## config.mk

```make
export PLATFORM = sky130hd
export DESIGN_NAME = shelf_rectangle_packer
export DESIGN_NICKNAME = d
export VERILOG_FILES = /design/src/rtl/core/srp_pkg.sv /design/src/rtl/core/srp_ctrl.sv /design/src/rtl/core/srp_datapath.sv /design/src/rtl/core/shelf_rectangle_packer.sv
export SDC_FILE = /design/constraint.sdc
export NUM_CORES = 1
export LEC_CHECK = 0
export BUFFER_PORTS_ARGS = -buffer_cell sky130_fd_sc_hd__buf_2
export CORE_AREA = 5 5 346 348
export CTS_BUF_LIST = sky130_fd_sc_hd__clkbuf_16
export DETAILED_ROUTE_END_ITERATION = 6
export DIE_AREA = 0 0 351 353
export PLACE_DENSITY_LB_ADDON = 0.3
export SYNTH_ARGS = -nofsm -noshare
export SYNTH_HDL_FRONTEND = slang
export SYNTH_SLANG_ARGS = --single-unit
```

## constraint.sdc

```tcl
create_clock -name aclk -period 11.5 [get_ports aclk]
set_input_delay 1.15 -clock aclk [delete_from_list [all_inputs] [get_ports aclk]]
set_output_delay 1.15 -clock aclk [all_outputs]
set_load 0.02 [all_outputs]
```

## src/rtl/core/srp_pkg.sv

```systemverilog
`timescale 1ns / 1ps

package srp_pkg;

    // Widths of the fixed item and result fields
    localparam int unsigned DIM_W  = 13;
    localparam int unsigned SIZE_W = DIM_W + 1;    // item size plus two margins
    localparam int unsigned SUM_W  = DIM_W + 2;    // stored coordinate plus item size
    localparam int unsigned MRG_W  = 8;
    localparam int unsigned BIN_W  = 4;
    localparam int unsigned CFG_IDX_W = 2;

    // Configuration register indexes
    typedef enum logic [CFG_IDX_W-1:0] {
        CFG_BIN_MAX_WIDTH  = 2'd0,
        CFG_BIN_MAX_HEIGHT = 2'd1,
        CFG_MARGIN         = 2'd2
    } cfg_idx_t;

    // Result status codes
    typedef enum logic [1:0] {
        STAT_PLACED    = 2'd0,
        STAT_TOO_LARGE = 2'd1,
        STAT_NO_BIN    = 2'd2,
        STAT_CLEARED   = 2'd3
    } status_t;

    // How a bin takes an item
    typedef enum logic [1:0] {
        FIT_NONE = 2'd0,
        FIT_ROW  = 2'd1,
        FIT_NEW  = 2'd2
    } fit_t;

    // Controller states
    typedef enum logic [2:0] {
        ST_IDLE  = 3'd0,
        ST_CHECK = 3'd1,
        ST_SCAN  = 3'd2,
        ST_PLACE = 3'd3,
        ST_OPEN  = 3'd4,
        ST_FULL  = 3'd5
    } state_t;

    // Result and state update the datapath performs
    typedef enum logic [2:0] {
        OP_NONE  = 3'd0,
        OP_CLEAR = 3'd1,
        OP_BIG   = 3'd2,
        OP_FULL  = 3'd3,
        OP_PLACE = 3'd4,
        OP_OPEN  = 3'd5
    } op_t;

    // One bin's shelf state
    typedef struct packed {
        logic [DIM_W-1:0] cursor;
        logic [DIM_W-1:0] base;
        logic [DIM_W-1:0] used_h;
        logic [DIM_W-1:0] used_w;
    } bin_entry_t;

    // Controller to datapath
    typedef struct packed {
        logic latch;    // capture the input transaction
        logic start;    // rewind the bin scan
        logic scan;     // read the next bin entry
        op_t  op;
    } dp_cmd_t;

    // Datapath to controller
    typedef struct packed {
        logic is_clear;
        logic too_big;
        logic hit;
        logic exhausted;
        logic full;
        logic out_free;
    } dp_stat_t;

endpackage

```

## src/rtl/core/srp_ctrl.sv

```systemverilog
`timescale 1ns / 1ps

module srp_ctrl (
    input  logic               aclk,
    input  logic               aresetn,
    input  logic               s_tvalid,
    output logic               s_tready,
    input  srp_pkg::dp_stat_t  stat,
    output srp_pkg::dp_cmd_t   cmd
);

    srp_pkg::state_t state_reg;
    srp_pkg::state_t state_next;

    // Hold the state
    always_ff @(posedge aclk) begin
        if (!aresetn) begin
            state_reg <= srp_pkg::ST_IDLE;
        end else begin
            state_reg <= state_next;
        end
    end

    // Sequence one item: check, scan bins when needed, then commit
    always_comb begin
        state_next = state_reg;
        cmd        = '0;
        cmd.op     = srp_pkg::OP_NONE;
        s_tready   = 1'b0;
        unique case (state_reg)
            srp_pkg::ST_IDLE: begin
                s_tready = 1'b1;
                if (s_tvalid) begin
                    cmd.latch  = 1'b1;
                    state_next = srp_pkg::ST_CHECK;
                end
            end
            srp_pkg::ST_CHECK: begin
                if (stat.is_clear) begin
                    if (stat.out_free) begin
                        cmd.op     = srp_pkg::OP_CLEAR;
                        state_next = srp_pkg::ST_IDLE;
                    end
                end else if (stat.too_big) begin
                    if (stat.out_free) begin
                        cmd.op     = srp_pkg::OP_BIG;
                        state_next = srp_pkg::ST_IDLE;
                    end
                end else begin
                    cmd.start  = 1'b1;
                    state_next = srp_pkg::ST_SCAN;
                end
            end
            srp_pkg::ST_SCAN: begin
                if (stat.hit) begin
                    state_next = srp_pkg::ST_PLACE;
                end else if (stat.exhausted) begin
                    state_next = stat.full ? srp_pkg::ST_FULL : srp_pkg::ST_OPEN;
                end else begin
                    cmd.scan = 1'b1;
                end
            end
            srp_pkg::ST_PLACE: begin
                if (stat.out_free) begin
                    cmd.op     = srp_pkg::OP_PLACE;
                    state_next = srp_pkg::ST_IDLE;
                end
            end
            srp_pkg::ST_OPEN: begin
                if (stat.out_free) begin
                    cmd.op     = srp_pkg::OP_OPEN;
                    state_next = srp_pkg::ST_IDLE;
                end
            end
            srp_pkg::ST_FULL: begin
                if (stat.out_free) begin
                    cmd.op     = srp_pkg::OP_FULL;
                    state_next = srp_pkg::ST_IDLE;
                end
            end
            default: begin
                state_next = srp_pkg::ST_IDLE;
            end
        endcase
    end

endmodule

```

## src/rtl/core/srp_datapath.sv

```systemverilog
`timescale 1ns / 1ps

module srp_datapath #(
    parameter int unsigned NUM_BINS = 16
) (
    input  logic                          aclk,
    input  logic                          aresetn,
    input  srp_pkg::dp_cmd_t              cmd,
    output srp_pkg::dp_stat_t             stat,
    // item fields and limits
    input  logic                          mode,
    input  logic [srp_pkg::DIM_W-1:0]     item_width,
    input  logic [srp_pkg::DIM_W-1:0]     item_height,
    input  logic [srp_pkg::DIM_W-1:0]     bin_max_width,
    input  logic [srp_pkg::DIM_W-1:0]     bin_max_height,
    input  logic [srp_pkg::MRG_W-1:0]     margin,
    // result register
    output logic                          res_valid,
    input  logic                          res_ready,
    output srp_pkg::status_t              status,
    output logic [srp_pkg::BIN_W-1:0]     bin_index,
    output logic [srp_pkg::DIM_W-1:0]     pos_x,
    output logic [srp_pkg::DIM_W-1:0]     pos_y,
    output logic                          opened_bin,
    output logic [srp_pkg::DIM_W-1:0]     bin_used_width,
    output logic [srp_pkg::DIM_W-1:0]     bin_used_height
);

    // the scan pointer runs up to one past NUM_BINS
    localparam int unsigned CNT_W = $clog2(NUM_BINS + 2);
    localparam int unsigned IDX_W = (NUM_BINS > 1) ? $clog2(NUM_BINS) : 1;
    localparam int unsigned DW    = srp_pkg::DIM_W;
    localparam int unsigned SW    = srp_pkg::SIZE_W;
    localparam int unsigned UW    = srp_pkg::SUM_W;

    // Bin state memory, undefined until a bin is opened
    srp_pkg::bin_entry_t mem [NUM_BINS];

    logic                 mode_reg;
    logic [SW-1:0]        s_reg;
    logic [SW-1:0]        t_reg;
    logic [CNT_W-1:0]     open_bins_reg;
    logic [CNT_W-1:0]     addr_reg;
    logic                 live_reg;
    logic [IDX_W-1:0]     rd_idx_reg;
    srp_pkg::bin_entry_t  rd_data_reg;

    logic                 res_valid_reg;
    srp_pkg::status_t     status_reg;
    logic [srp_pkg::BIN_W-1:0] bin_reg;
    logic [DW-1:0]        px_reg;
    logic [DW-1:0]        py_reg;
    logic                 opened_reg;
    logic [DW-1:0]        uw_reg;
    logic [DW-1:0]        uh_reg;

    logic                 out_free;
    logic                 is_open;
    srp_pkg::bin_entry_t  ent;
    srp_pkg::fit_t        fit;
    srp_pkg::fit_t        fit_use;
    logic [UW-1:0]        base_top;
    logic [UW-1:0]        cur_end;
    logic [UW-1:0]        new_top;
    srp_pkg::bin_entry_t  upd;
    logic [DW-1:0]        px;
    logic [DW-1:0]        py;
    logic [IDX_W-1:0]     wr_idx;
    logic [IDX_W+srp_pkg::BIN_W-1:0] wr_idx_ext;
    logic [DW-1:0]        new_cursor;

    assign out_free = !res_valid_reg || res_ready;
    assign is_open  = (cmd.op == srp_pkg::OP_OPEN);
    assign ent      = is_open ? '0 : rd_data_reg;

    // Shelf fit test of the held entry
    always_comb begin
        base_top = {2'b00, ent.base} + {1'b0, t_reg};
        cur_end  = {2'b00, ent.cursor} + {1'b0, s_reg};
        new_top  = {2'b00, ent.used_h} + {1'b0, t_reg};
        if (base_top > {2'b00, bin_max_height}) begin
            fit = srp_pkg::FIT_NONE;
        end else if (cur_end <= {2'b00, bin_max_width}) begin
            fit = srp_pkg::FIT_ROW;
        end else if (new_top <= {2'b00, bin_max_height}) begin
            fit = srp_pkg::FIT_NEW;
        end else begin
            fit = srp_pkg::FIT_NONE;
        end
    end

    // Updated entry and placement for the chosen bin
    always_comb begin
        fit_use = is_open ? srp_pkg::FIT_ROW : fit;
        upd     = ent;
        if (fit_use == srp_pkg::FIT_NEW) begin
            upd.base   = ent.used_h;
            px         = {{(DW-srp_pkg::MRG_W){1'b0}}, margin};
            py         = ent.used_h + {{(DW-srp_pkg::MRG_W){1'b0}}, margin};
            new_cursor = s_reg[DW-1:0];
            upd.used_h = new_top[DW-1:0];
        end else begin
            px         = ent.cursor + {{(DW-srp_pkg::MRG_W){1'b0}}, margin};
            py         = ent.base + {{(DW-srp_pkg::MRG_W){1'b0}}, margin};
            new_cursor = cur_end[DW-1:0];
            if (base_top > {2'b00, ent.used_h}) begin
                upd.used_h = base_top[DW-1:0];
            end
        end
        upd.cursor = new_cursor;
        if (new_cursor > ent.used_w) begin
            upd.used_w = new_cursor;
        end
    end

    assign wr_idx     = is_open ? open_bins_reg[IDX_W-1:0] : rd_idx_reg;
    assign wr_idx_ext = {{srp_pkg::BIN_W{1'b0}}, wr_idx};

    // Report to the controller
    always_comb begin
        stat.is_clear  = mode_reg;
        stat.too_big   = (s_reg > {1'b0, bin_max_width}) ||
                         (t_reg > {1'b0, bin_max_height});
        stat.hit       = live_reg && (fit != srp_pkg::FIT_NONE);
        stat.exhausted = !live_reg && (addr_reg >= open_bins_reg);
        stat.full      = (open_bins_reg == CNT_W'(NUM_BINS));
        stat.out_free  = out_free;
    end

    // Capture the item with its padded sizes
    always_ff @(posedge aclk) begin
        if (cmd.latch) begin
            mode_reg <= mode;
            s_reg    <= {1'b0, item_width} + {{(SW-srp_pkg::MRG_W-1){1'b0}}, margin, 1'b0};
            t_reg    <= {1'b0, item_height} + {{(SW-srp_pkg::MRG_W-1){1'b0}}, margin, 1'b0};
        end
    end

    // Read one entry per scan cycle, write back the chosen bin
    always_ff @(posedge aclk) begin
        if (cmd.scan) begin
            rd_data_reg <= mem[addr_reg[IDX_W-1:0]];
            rd_idx_reg  <= addr_reg[IDX_W-1:0];
        end
        if (cmd.op == srp_pkg::OP_PLACE || cmd.op == srp_pkg::OP_OPEN) begin
            mem[wr_idx] <= upd;
        end
    end

    // Scan pointer and open bin count
    always_ff @(posedge aclk) begin
        if (!aresetn) begin
            open_bins_reg <= '0;
            addr_reg      <= '0;
            live_reg      <= 1'b0;
        end else begin
            if (cmd.start) begin
                addr_reg <= '0;
                live_reg <= 1'b0;
            end else if (cmd.scan) begin
                addr_reg <= addr_reg + CNT_W'(1);
                live_reg <= (addr_reg < open_bins_reg);
            end
            if (cmd.op == srp_pkg::OP_CLEAR) begin
                open_bins_reg <= '0;
            end else if (is_open) begin
                open_bins_reg <= open_bins_reg + CNT_W'(1);
            end
        end
    end

    // Result valid flag
    always_ff @(posedge aclk) begin
        if (!aresetn) begin
            res_valid_reg <= 1'b0;
        end else if (cmd.op != srp_pkg::OP_NONE) begin
            res_valid_reg <= 1'b1;
        end else if (res_ready) begin
            res_valid_reg <= 1'b0;
        end
    end

    // Result payload
    always_ff @(posedge aclk) begin
        if (cmd.op != srp_pkg::OP_NONE) begin
            bin_reg    <= '0;
            px_reg     <= '0;
            py_reg     <= '0;
            opened_reg <= 1'b0;
            uw_reg     <= '0;
            uh_reg     <= '0;
            case (cmd.op)
                srp_pkg::OP_CLEAR: status_reg <= srp_pkg::STAT_CLEARED;
                srp_pkg::OP_BIG:   status_reg <= srp_pkg::STAT_TOO_LARGE;
                srp_pkg::OP_FULL:  status_reg <= srp_pkg::STAT_NO_BIN;
                default: begin
                    status_reg <= srp_pkg::STAT_PLACED;
                    bin_reg    <= wr_idx_ext[srp_pkg::BIN_W-1:0];
                    px_reg     <= px;
                    py_reg     <= py;
                    opened_reg <= is_open;
                    uw_reg     <= upd.used_w;
                    uh_reg     <= upd.used_h;
                end
            endcase
        end
    end

    assign res_valid       = res_valid_reg;
    assign status          = status_reg;
    assign bin_index       = bin_reg;
    assign pos_x           = px_reg;
    assign pos_y           = py_reg;
    assign opened_bin      = opened_reg;
    assign bin_used_width  = uw_reg;
    assign bin_used_height = uh_reg;

endmodule

```

## src/rtl/core/shelf_rectangle_packer.sv

```systemverilog
`timescale 1ns / 1ps

// Channel  Direction  Contents
// s_       in         tuser: mode; tdata: item_width, item_height
// m_       out        tuser: status; tdata: bin_index, pos_x, pos_y, opened_bin,
//                     bin_used_width, bin_used_height
// cfg_     in         write-only limits: bin_max_width, bin_max_height, margin
//
// An item that fits an open bin is checked, then the scan reads the bin memory one entry
// per cycle until a bin takes it, and the placement is committed. An item that opens a
// bin or finds every bin full is committed once the scan has passed all open bins.
// Clear and oversize requests are committed from the check. One item is in flight at a time.
// Reset empties all bins; bin entries are written when a bin opens, no clearing pass.
// A stalled m_ side holds the finished transaction; the block waits before committing.

module shelf_rectangle_packer #(
    parameter int unsigned NUM_BINS = 16
) (
    input  logic        aclk,
    input  logic        aresetn,
    input  logic        s_tvalid,
    output logic        s_tready,
    input  logic [31:0] s_tdata,    // [12:0] item_width, [25:13] item_height
    input  logic        s_tuser,    // [0] mode
    output logic        m_tvalid,
    input  logic        m_tready,
    output logic [63:0] m_tdata,    // [3:0] bin_index, [16:4] pos_x, [29:17] pos_y,
                                    // [30] opened_bin, [43:31] bin_used_width,
                                    // [56:44] bin_used_height
    output logic [1:0]  m_tuser,    // [1:0] status
    input  logic        cfg_we,
    input  logic [1:0]  cfg_index,
    input  logic [12:0] cfg_wdata
);

    localparam int unsigned DW = srp_pkg::DIM_W;

    logic [DW-1:0]              max_w_reg;
    logic [DW-1:0]              max_h_reg;
    logic [srp_pkg::MRG_W-1:0]  margin_reg;

    srp_pkg::dp_cmd_t   cmd;
    srp_pkg::dp_stat_t  stat;
    srp_pkg::status_t   status;
    logic [srp_pkg::BIN_W-1:0] bin_index;
    logic [DW-1:0]      pos_x;
    logic [DW-1:0]      pos_y;
    logic               opened_bin;
    logic [DW-1:0]      used_w;
    logic [DW-1:0]      used_h;

    // Write the limit registers
    always_ff @(posedge aclk) begin
        if (!aresetn) begin
            max_w_reg  <= DW'(1024);
            max_h_reg  <= DW'(1024);
            margin_reg <= srp_pkg::MRG_W'(2);
        end else if (cfg_we) begin
            unique case (srp_pkg::cfg_idx_t'(cfg_index))
                srp_pkg::CFG_BIN_MAX_WIDTH:  max_w_reg  <= cfg_wdata;
                srp_pkg::CFG_BIN_MAX_HEIGHT: max_h_reg  <= cfg_wdata;
                srp_pkg::CFG_MARGIN:         margin_reg <= cfg_wdata[srp_pkg::MRG_W-1:0];
                default: ;
            endcase
        end
    end

    srp_ctrl u_ctrl (
        .aclk     (aclk),
        .aresetn  (aresetn),
        .s_tvalid (s_tvalid),
        .s_tready (s_tready),
        .stat     (stat),
        .cmd      (cmd)
    );

    srp_datapath #(
        .NUM_BINS (NUM_BINS)
    ) u_datapath (
        .aclk            (aclk),
        .aresetn         (aresetn),
        .cmd             (cmd),
        .stat            (stat),
        .mode            (s_tuser),
        .item_width      (s_tdata[12:0]),
        .item_height     (s_tdata[25:13]),
        .bin_max_width   (max_w_reg),
        .bin_max_height  (max_h_reg),
        .margin          (margin_reg),
        .res_valid       (m_tvalid),
        .res_ready       (m_tready),
        .status          (status),
        .bin_index       (bin_index),
        .pos_x           (pos_x),
        .pos_y           (pos_y),
        .opened_bin      (opened_bin),
        .bin_used_width  (used_w),
        .bin_used_height (used_h)
    );

    // Pack the result transaction
    assign m_tuser = status;
    assign m_tdata = {7'd0, used_h, used_w, opened_bin, pos_y, pos_x, bin_index};

`ifndef SYNTHESIS
    // A result is committed only when the output register can take it
    assert property (@(posedge aclk) disable iff (!aresetn)
        (cmd.op != srp_pkg::OP_NONE) |-> stat.out_free)
        else $error("result committed while output register is blocked");

    // A committed result shows on the master side in the next cycle
    assert property (@(posedge aclk) disable iff (!aresetn)
        (cmd.op != srp_pkg::OP_NONE) |=> m_tvalid)
        else $error("committed result not presented");

    // No second item is taken while one is in flight
    assert property (@(posedge aclk) disable iff (!aresetn)
        (s_tvalid && s_tready) |=> !s_tready)
        else $error("input accepted while busy");

    // The bin scan never advances while a fit or exhaustion is reported
    assert property (@(posedge aclk) disable iff (!aresetn)
        cmd.scan |-> !(stat.hit || stat.exhausted))
        else $error("scan advanced past a decision");
`endif

endmodule
```

==> results.py, run 1 <==
metrics = {
    "synth": {
        "async_flop_share_pct": 0,
        "synth_seq_cells": 1025,
        "ys_seq_area_share_pct": 65.54,
        "avgSynthCellArea_um2": 16.23,
        "synth_flop_cell": "edfxtp_1",
        "yosys_warnings": 0,
        "synth_edf_count": 976,
        "synth_cell_types": 95,
        "syn_inst": 2847,
        "syn_area_um2": 46210,
    },
    "setup_path": {
        "slowest_delay_ns": 0.91,
        "worst_setup_path_start_kind": "flip-flop",
        "cp.arrival_ns": 10.74,
        "crit_slowest_cell": "a21oi_1",
        "crit_top_cell": "o21a_1",
        "required_ns": 11.78,
        "cp-end-kind": "flip-flop",
        "critical_path_class": "flip-flop to flip-flop",
        "cp_max_fo": 17,
    },
    "final_layout": {
        "multiInputGateArea_um2": 15040,
        "largest_reg_flops": 832,
        "seq_area_um2": 30300,
        "nFillCells": 9941,
        "area_growth_pct": 12.24,
        "fin_nets": 3171,
        "drive_gt1_share_pct": 21.11,
    },
    "sta": {
        "finalCriticalPeriod_ns": 10.46,
        "relSlewSlack_pct": 14.33,
        "rsz0062_at_grt": "no",
        "setup-tns-final_ns": 0,
        "hold_violations": 0,
        "max_freq_mhz": 95.61,
        "drv_slew": 0,
        "whs_ns": 0.4658,
        "finalCritPeriodShare_pct": 90.95,
        "tightest_slew_ns": 1.285,
        "finalSetupViolations": 0,
        "fin_skew_ns": 0.04195,
    },
    "placed_design": {
        "portBuffers": 107,
        "place_congestion": 0.9357,
        "hpwl_mm": 75.46,
    },
    "routing": {
        "dr.pass1.iters": 6,
        "drc": 0,
        "drt-total-wl_mm": 122.8,
        "final_antenna_net_count": 0,
        "routedWlPerCell_um": 26.84,
        "vias": 26565,
        "drt_first_iter_violations": 2977,
        "vias_per_cell": 5.807,
    },
    "global_routing": {
        "grt_pass1_vias": 25840,
        "grt_max_degree": 99,
        "grt_antenna_before_repair": 2,
        "overflow": 0,
        "grt_pass1_wl_mm": 177.8,
        "grt.total_usage_pct": 19.49,
    },
    "clock_network": {
        "cts.hold.buffers_added": 0,
        "post_cts_resized": 0,
        "clk_pin_slew_ns": 0.06,
        "numCtsBuffers": 99,
        "cts_tree": "yes",
        "postCtsSetupRepairBufs": 0,
        "h-tree-depth": 3,
        "root_buffer": "clkbuf_16",
        "clkLatencyLatePin_ns": 0.68,
        "cts.sinks": 1025,
        "clockBufferDepth": 3,
    },
    "worst_hold_path": {
        "hold_class": "flip-flop to flip-flop",
    },
    "die": {
        "num_rows": 125,
        "die_x_um": 351,
        "boundaryPins": 121,
        "die_h_um": 353,
        "core-area_um2": 115900,
        "start_util_pct": 39.88,
        "die_area_um2": 123900,
    },
    "run_status": {
        "outcome": "complete, no violations",
    },
    "flow_run": {
        "drv_cap": 0,
    },
    "pwr": {
        "vdd_drop_max_mv": 0.1024,
        "p_leak_nw": 17.14,
        "powerDensity_nw_per_um2": 157.6,
    },
}
-- worst max-delay path, delay by kind of cell (launching register included) --
family,cells,cell delay (ns)
and+or+nand+nor,5,1.87
adders and majority gates,4,1.07
DFF,1,0.60
AOI/OAI and AO/OA,23,6.13
muxes,1,0.34
buffers and inverters,1,0.06
-- cells in the mapped netlist, drive strengths merged, types with 10 or more instances --
cell    instances  area [um^2]
a211oi         29        232.7
nand2         180        675.7
inv           107        401.6
o21bai         10        75.07
o21ai          75        375.4
a21oi         131        659.4
a21boi         34        255.3
edfxtp        976        29310
and3           13        81.33
nand2b         15        93.84
ha            144         1802
a31oi          25        156.4
nand3          43        220.2
o211ai         19        152.6
mux4          260         5856
buf            54        277.8
and2           26        162.7
xor2           18        157.7
or3            12        75.07
mux2i          29        290.3
nand4          29        181.4
o31ai          15        112.6
dfxtp          49        980.9
a21o           41        307.8
o21a           21        157.7
xnor2          63        551.8
nor2b          29        181.4
or2            16        100.1
nor3           24        131.4
clkbuf        105        395.4
nor2          103        386.6
-- logic make-up (layout without fill, tap and decap cells) --
logic type	after synthesis	in the layout	share of synthesized area [%]
multiplexers	295	295	13.45
XOR/XNOR	81	81	1.535
other	1	8	0.008114
flip-flops	1025	1025	65.54
adder cells (fa/ha/maj)	154	154	4.202
AND/OR/NAND/NOR	522	522	5.534
buffers and inverters	266	463	2.326
AO/OA/AOI/OAI	503	503	7.402
-- through the flow --
step | utilization, % | instance area (um^2) | instances | total power, mW | worst slack, ns
6_report | 44.76 | 51870 | 4575 | 8.173 | 1.041
4_1_cts | 44.75 | 51870 | 4574 | 8.232 | 1.239
3_3_place_gp | 42.03 | 48710 | 4393 | 5.067 | 0.8773
5_1_grt | 44.75 | 51870 | 4574 | 8.465 | 0.1858
2_1_floorplan | - | 46240 | 2853 | 4.798 | 1.317
3_5_place_dp | 42.03 | 48710 | 4393 | 5.074 | 0.8067
-- cell usage in the layout (no fill, tap or decap), drive strengths merged, types with 12 or more instances in the layout --
master / instances
edfxtp: 976
o31ai: 15
xnor2: 63
and3: 13
nor2: 103
xor2: 18
o211ai: 19
a21oi: 131
or2: 16
mux2i: 29
nand3: 43
a21boi: 34
and2: 26
nor2b: 29
nand4: 29
nor3: 24
mux4: 260
dfxtp: 49
clkinv: 45
buf: 175
or3: 12
a211oi: 29
ha: 144
o21a: 21
o21ai: 75
clkbuf: 102
a31oi: 25
nand2b: 15
nand2: 180
a21o: 41
inv: 130
-- area by class of cell --
cell class / count / area share (%)
Sequential cell: 1025 / 58.42
Tap cell: 1524 / 3.676
Clock inverter: 79 / 1.175
Inverter: 107 / 0.7791
Antenna cell: 1 / 0.004824
Multi-Input combinational cell: 1562 / 28.99
Clock buffer: 102 / 4.921
Timing Repair Buffer: 175 / 2.041
-- metal layers --
metal  part of all wire [%]  GRT usage, %  wire [um]
met4                    3.6         6.439       4378
met1                     42         27.55      51360
met5                      0             0          0
met3                    7.7         3.009       9415
met2                     47         31.11      57640
-- final timing paths --
path,from,endpoint,slack (ns),depth (start not counted)
hold / removal,max_h_reg[3]$_SDFFE_PN0P_,max_h_reg[3]$_SDFFE_PN0P_,0.47,2
hold reg to reg,max_h_reg[3]$_SDFFE_PN0P_,max_h_reg[3]$_SDFFE_PN0P_,0.47,2
setup reg to reg,u_ctrl.state_reg[2]$_SDFFE_PN0P_,u_datapath.mem[13][4]$_DFFE_PP_,1.04,34
setup / recovery,u_ctrl.state_reg[2]$_SDFFE_PN0P_,u_datapath.mem[13][4]$_DFFE_PP_,1.04,34
-- power breakdown --
group          internal (mW)  switching, mW  total [mW]  leakage (nW)
registers               4.25         0.0526        4.30          9.21
clock network           1.79           1.38        3.17          1.63
logic                  0.219          0.491       0.710          6.30
total                   6.25           1.92        8.17          17.1
(Power assumes the default switching activity.)
==> inputs of run 2 (changes only) <==
--- a/config.mk
+++ b/config.mk
@@ -6,10 +6,10 @@
 export NUM_CORES = 1
 export LEC_CHECK = 0
 export BUFFER_PORTS_ARGS = -buffer_cell sky130_fd_sc_hd__buf_2
-export CORE_AREA = 5 5 346 348
+export CORE_AREA = 5 5 296 298
 export CTS_BUF_LIST = sky130_fd_sc_hd__clkbuf_16
 export DETAILED_ROUTE_END_ITERATION = 6
-export DIE_AREA = 0 0 351 353
+export DIE_AREA = 0 0 301 303
 export PLACE_DENSITY_LB_ADDON = 0.3
 export SYNTH_ARGS = -nofsm -noshare
 export SYNTH_HDL_FRONTEND = slang
==> run 2 against run 1 <==
  * The flow now finishes with violations (capacitance limit)
  * Final cell count decreased by 8.5%
  * Routed wire length decreased by 1.6%
  * Power increased by 0.74%
  * Combinational power about the same
  * Clock-buffer cell count decreased by 1
  * Via count increased by 2.3%
  * Sequential power about the same
  * Critical path type unchanged
  * Critical endpoint is now u_datapath.mem[15][5]$_DFFE_PP_
==> results.py, run 2 (same netlist as run 1, synthesis figures left out) <==
metrics = {
    "setup_path": {
        "cp_max_fo": 22,
        "crit-reg2reg-capture": "u_datapath.mem[15][5]$_DFFE_PP_",
        "cp-end-kind": "flip-flop",
        "crit_slowest_cell": "a21oi_1",
        "r2r_slack_ns": 0.84,
        "cp.arrival_ns": 10.97,
        "worst_setup_path_start_kind": "flip-flop",
        "critical_path_class": "flip-flop to flip-flop",
        "slowest_delay_ns": 0.86,
        "required_ns": 11.81,
        "reg2reg_depth": 37,
        "rr_startpoint": "u_ctrl.state_reg[2]$_SDFFE_PN0P_",
    },
    "final_layout": {
        "mostFrequentLayoutCells": "976 x edfxtp_1, 260 x mux4_2, 179 x nand2_1",
        "fin_nets": 3162,
        "n_antenna_cell": 0,
        "area_growth_pct": 11.27,
        "drive_gt1_share_pct": 20.88,
        "largest_reg_flops": 832,
        "layout_commonest_cell": "edfxtp_1",
    },
    "pwr": {
        "power.switching_mw": 1.927,
        "p_clk_share_pct": 39.3,
        "powerDensity_nw_per_um2": 160.1,
        "p_total_mw": 8.234,
        "p_sw_share_pct": 23.41,
        "vdd_drop_max_mv": 0.1153,
        "pwr-share-comb_pct": 8.6,
        "p_leak_nw": 17.13,
        "seq_power_share_pct": 52.1,
        "p_int_mw": 6.307,
    },
    "die": {
        "die_area_um2": 91200,
        "die_h_um": 303,
        "core-area_um2": 84610,
        "boundaryPins": 121,
        "start_util_pct": 54.62,
        "die_x_um": 301,
        "num_rows": 107,
    },
    "run_status": {
        "violations": "capacitance limit",
        "outcome": "finished, violations left",
    },
    "clock_network": {
        "numCtsBuffers": 98,
        "post_cts_resized": 0,
        "root_buffer": "clkbuf_16",
        "clockBufferDepth": 3,
        "postCtsSetupRepairBufs": 0,
        "cts.sinks": 1025,
        "clk_pin_slew_ns": 0.06,
        "clkLatencyLatePin_ns": 0.67,
        "cts_tree": "yes",
        "cts.hold.buffers_added": 0,
        "h-tree-depth": 3,
    },
    "global_routing": {
        "grt_pass1_wl_mm": 177.8,
        "grt_pass1_vias": 27325,
        "overflow": 0,
        "grt_antenna_before_repair": 2,
        "grt.total_usage_pct": 26.48,
        "grt_max_degree": 120,
    },
    "routing": {
        "vias_per_cell": 6.494,
        "drt-total-wl_mm": 120.8,
        "drt_first_iter_violations": 3067,
        "drc": 0,
        "routedWlPerCell_um": 28.88,
        "vias": 27176,
        "dr.pass1.iters": 7,
        "final_antenna_net_count": 0,
    },
    "sta": {
        "finalCriticalPeriod_ns": 10.66,
        "whs_ns": 0.4684,
        "relSlewSlack_pct": 0.002647,
        "hold_violations": 0,
        "setup-tns-final_ns": 0,
        "rsz0062_at_grt": "no",
        "finalSetupViolations": 0,
        "finalCritPeriodShare_pct": 92.68,
        "tightest_slew_ns": 1.493,
        "max_freq_mhz": 93.82,
        "drv_slew": 0,
        "fin_skew_ns": 0.03199,
    },
    "placed_design": {
        "place_congestion": 0.9426,
        "portBuffers": 107,
        "hpwl_mm": 70.05,
    },
    "flow_run": {
        "drv_cap": 1,
    },
    "worst_hold_path": {
        "hold_class": "flip-flop to flip-flop",
        "min_path_cells": 2,
        "hold_end": "max_h_reg[5]$_SDFFE_PN0P_",
        "hold_start": "max_h_reg[5]$_SDFFE_PN0P_",
    },
}
==> run 2: worst max path at each step <==
| stage | from | end | slack (ns) | cells after the start |
|---|---|---|---|---|
| global route | u_ctrl.state_reg[2]$_SDFFE_PN0P_ | u_datapath.mem[10][5]$_DFFE_PP_ | 0.17 | 37 |
| global placement | m_tready | u_datapath.mem[12][5]$_DFFE_PP_ | 0.94 | 37 |
| finish | u_ctrl.state_reg[2]$_SDFFE_PN0P_ | u_datapath.mem[15][5]$_DFFE_PP_ | 0.84 | 37 |
| CTS | u_ctrl.state_reg[2]$_SDFFE_PN0P_ | u_datapath.mem[6][5]$_DFFE_PP_ | 1.00 | 36 |
| floorplan | m_tready | u_datapath.mem[0][1]$_DFFE_PP_ | 1.32 | 43 |
| detailed placement | m_tready | u_datapath.mem[14][12]$_DFFE_PP_ | 0.63 | 36 |
==> run 2: worst max-delay path: cells and delay by family (launching register included) <==
kind                     cells  cell delay (ns)
AND/OR/NAND/NOR              7             1.60
flip-flops                   1             0.61
adder cells (fa/ha/maj)      4             1.20
AO/OA/AOI/OAI               21             5.17
multiplexers                 2             0.96
buffers and inverters        3             0.76
==> run 2: power by group through the flow <==
| stage | logic (mW) | clock network, mW | registers, mW |
|---|---|---|---|
| floorplan | 0.436 | 0 | 4.36 |
| global placement | 0.662 | 0 | 4.37 |
| detailed placement | 0.695 | 0 | 4.37 |
| CTS | 0.697 | 3.28 | 4.29 |
| global route | 0.771 | 3.46 | 4.29 |
| finish | 0.709 | 3.23 | 4.29 |
==> run 2: metal layers <==
| layer | share of wire, % | routed length, um | global-route usage, % | vias up |
|---|---|---|---|---|
| li1 | - | - | - | 11565 |
| met1 | 38 | 46480 | 36.35 | 13907 |
| met2 | 48 | 58580 | 43.65 | 1463 |
| met3 | 9.2 | 11070 | 4.301 | 241 |
| met4 | 3.9 | 4715 | 9.622 | 0 |
| met5 | 0 | 0 | 0 | - |
==> run 2: area by class of cell <==
type	count	area, um^2
inverters	107	404.1
clock inverters	79	719.4
multi-input cells	1562	15040
flip-flops and latches	1025	30300
fillers	6002	33190
well taps	1144	1431
repair buffers	167	1002
clock buffers	101	2527
==> run 2: stage by stage <==
stage          worst slack (ns)  utilization (%)  instance area, um^2  std cells
2_1_floorplan             1.317                -                46240       2853
3_5_place_dp             0.6288            56.92                48160       4004
3_3_place_gp             0.9440            56.92                48160       4004
4_1_cts                   1.002            60.76                51410       4184
5_1_grt                  0.1693            60.77                51420       4185
6_report                 0.8416            60.77                51420       4185
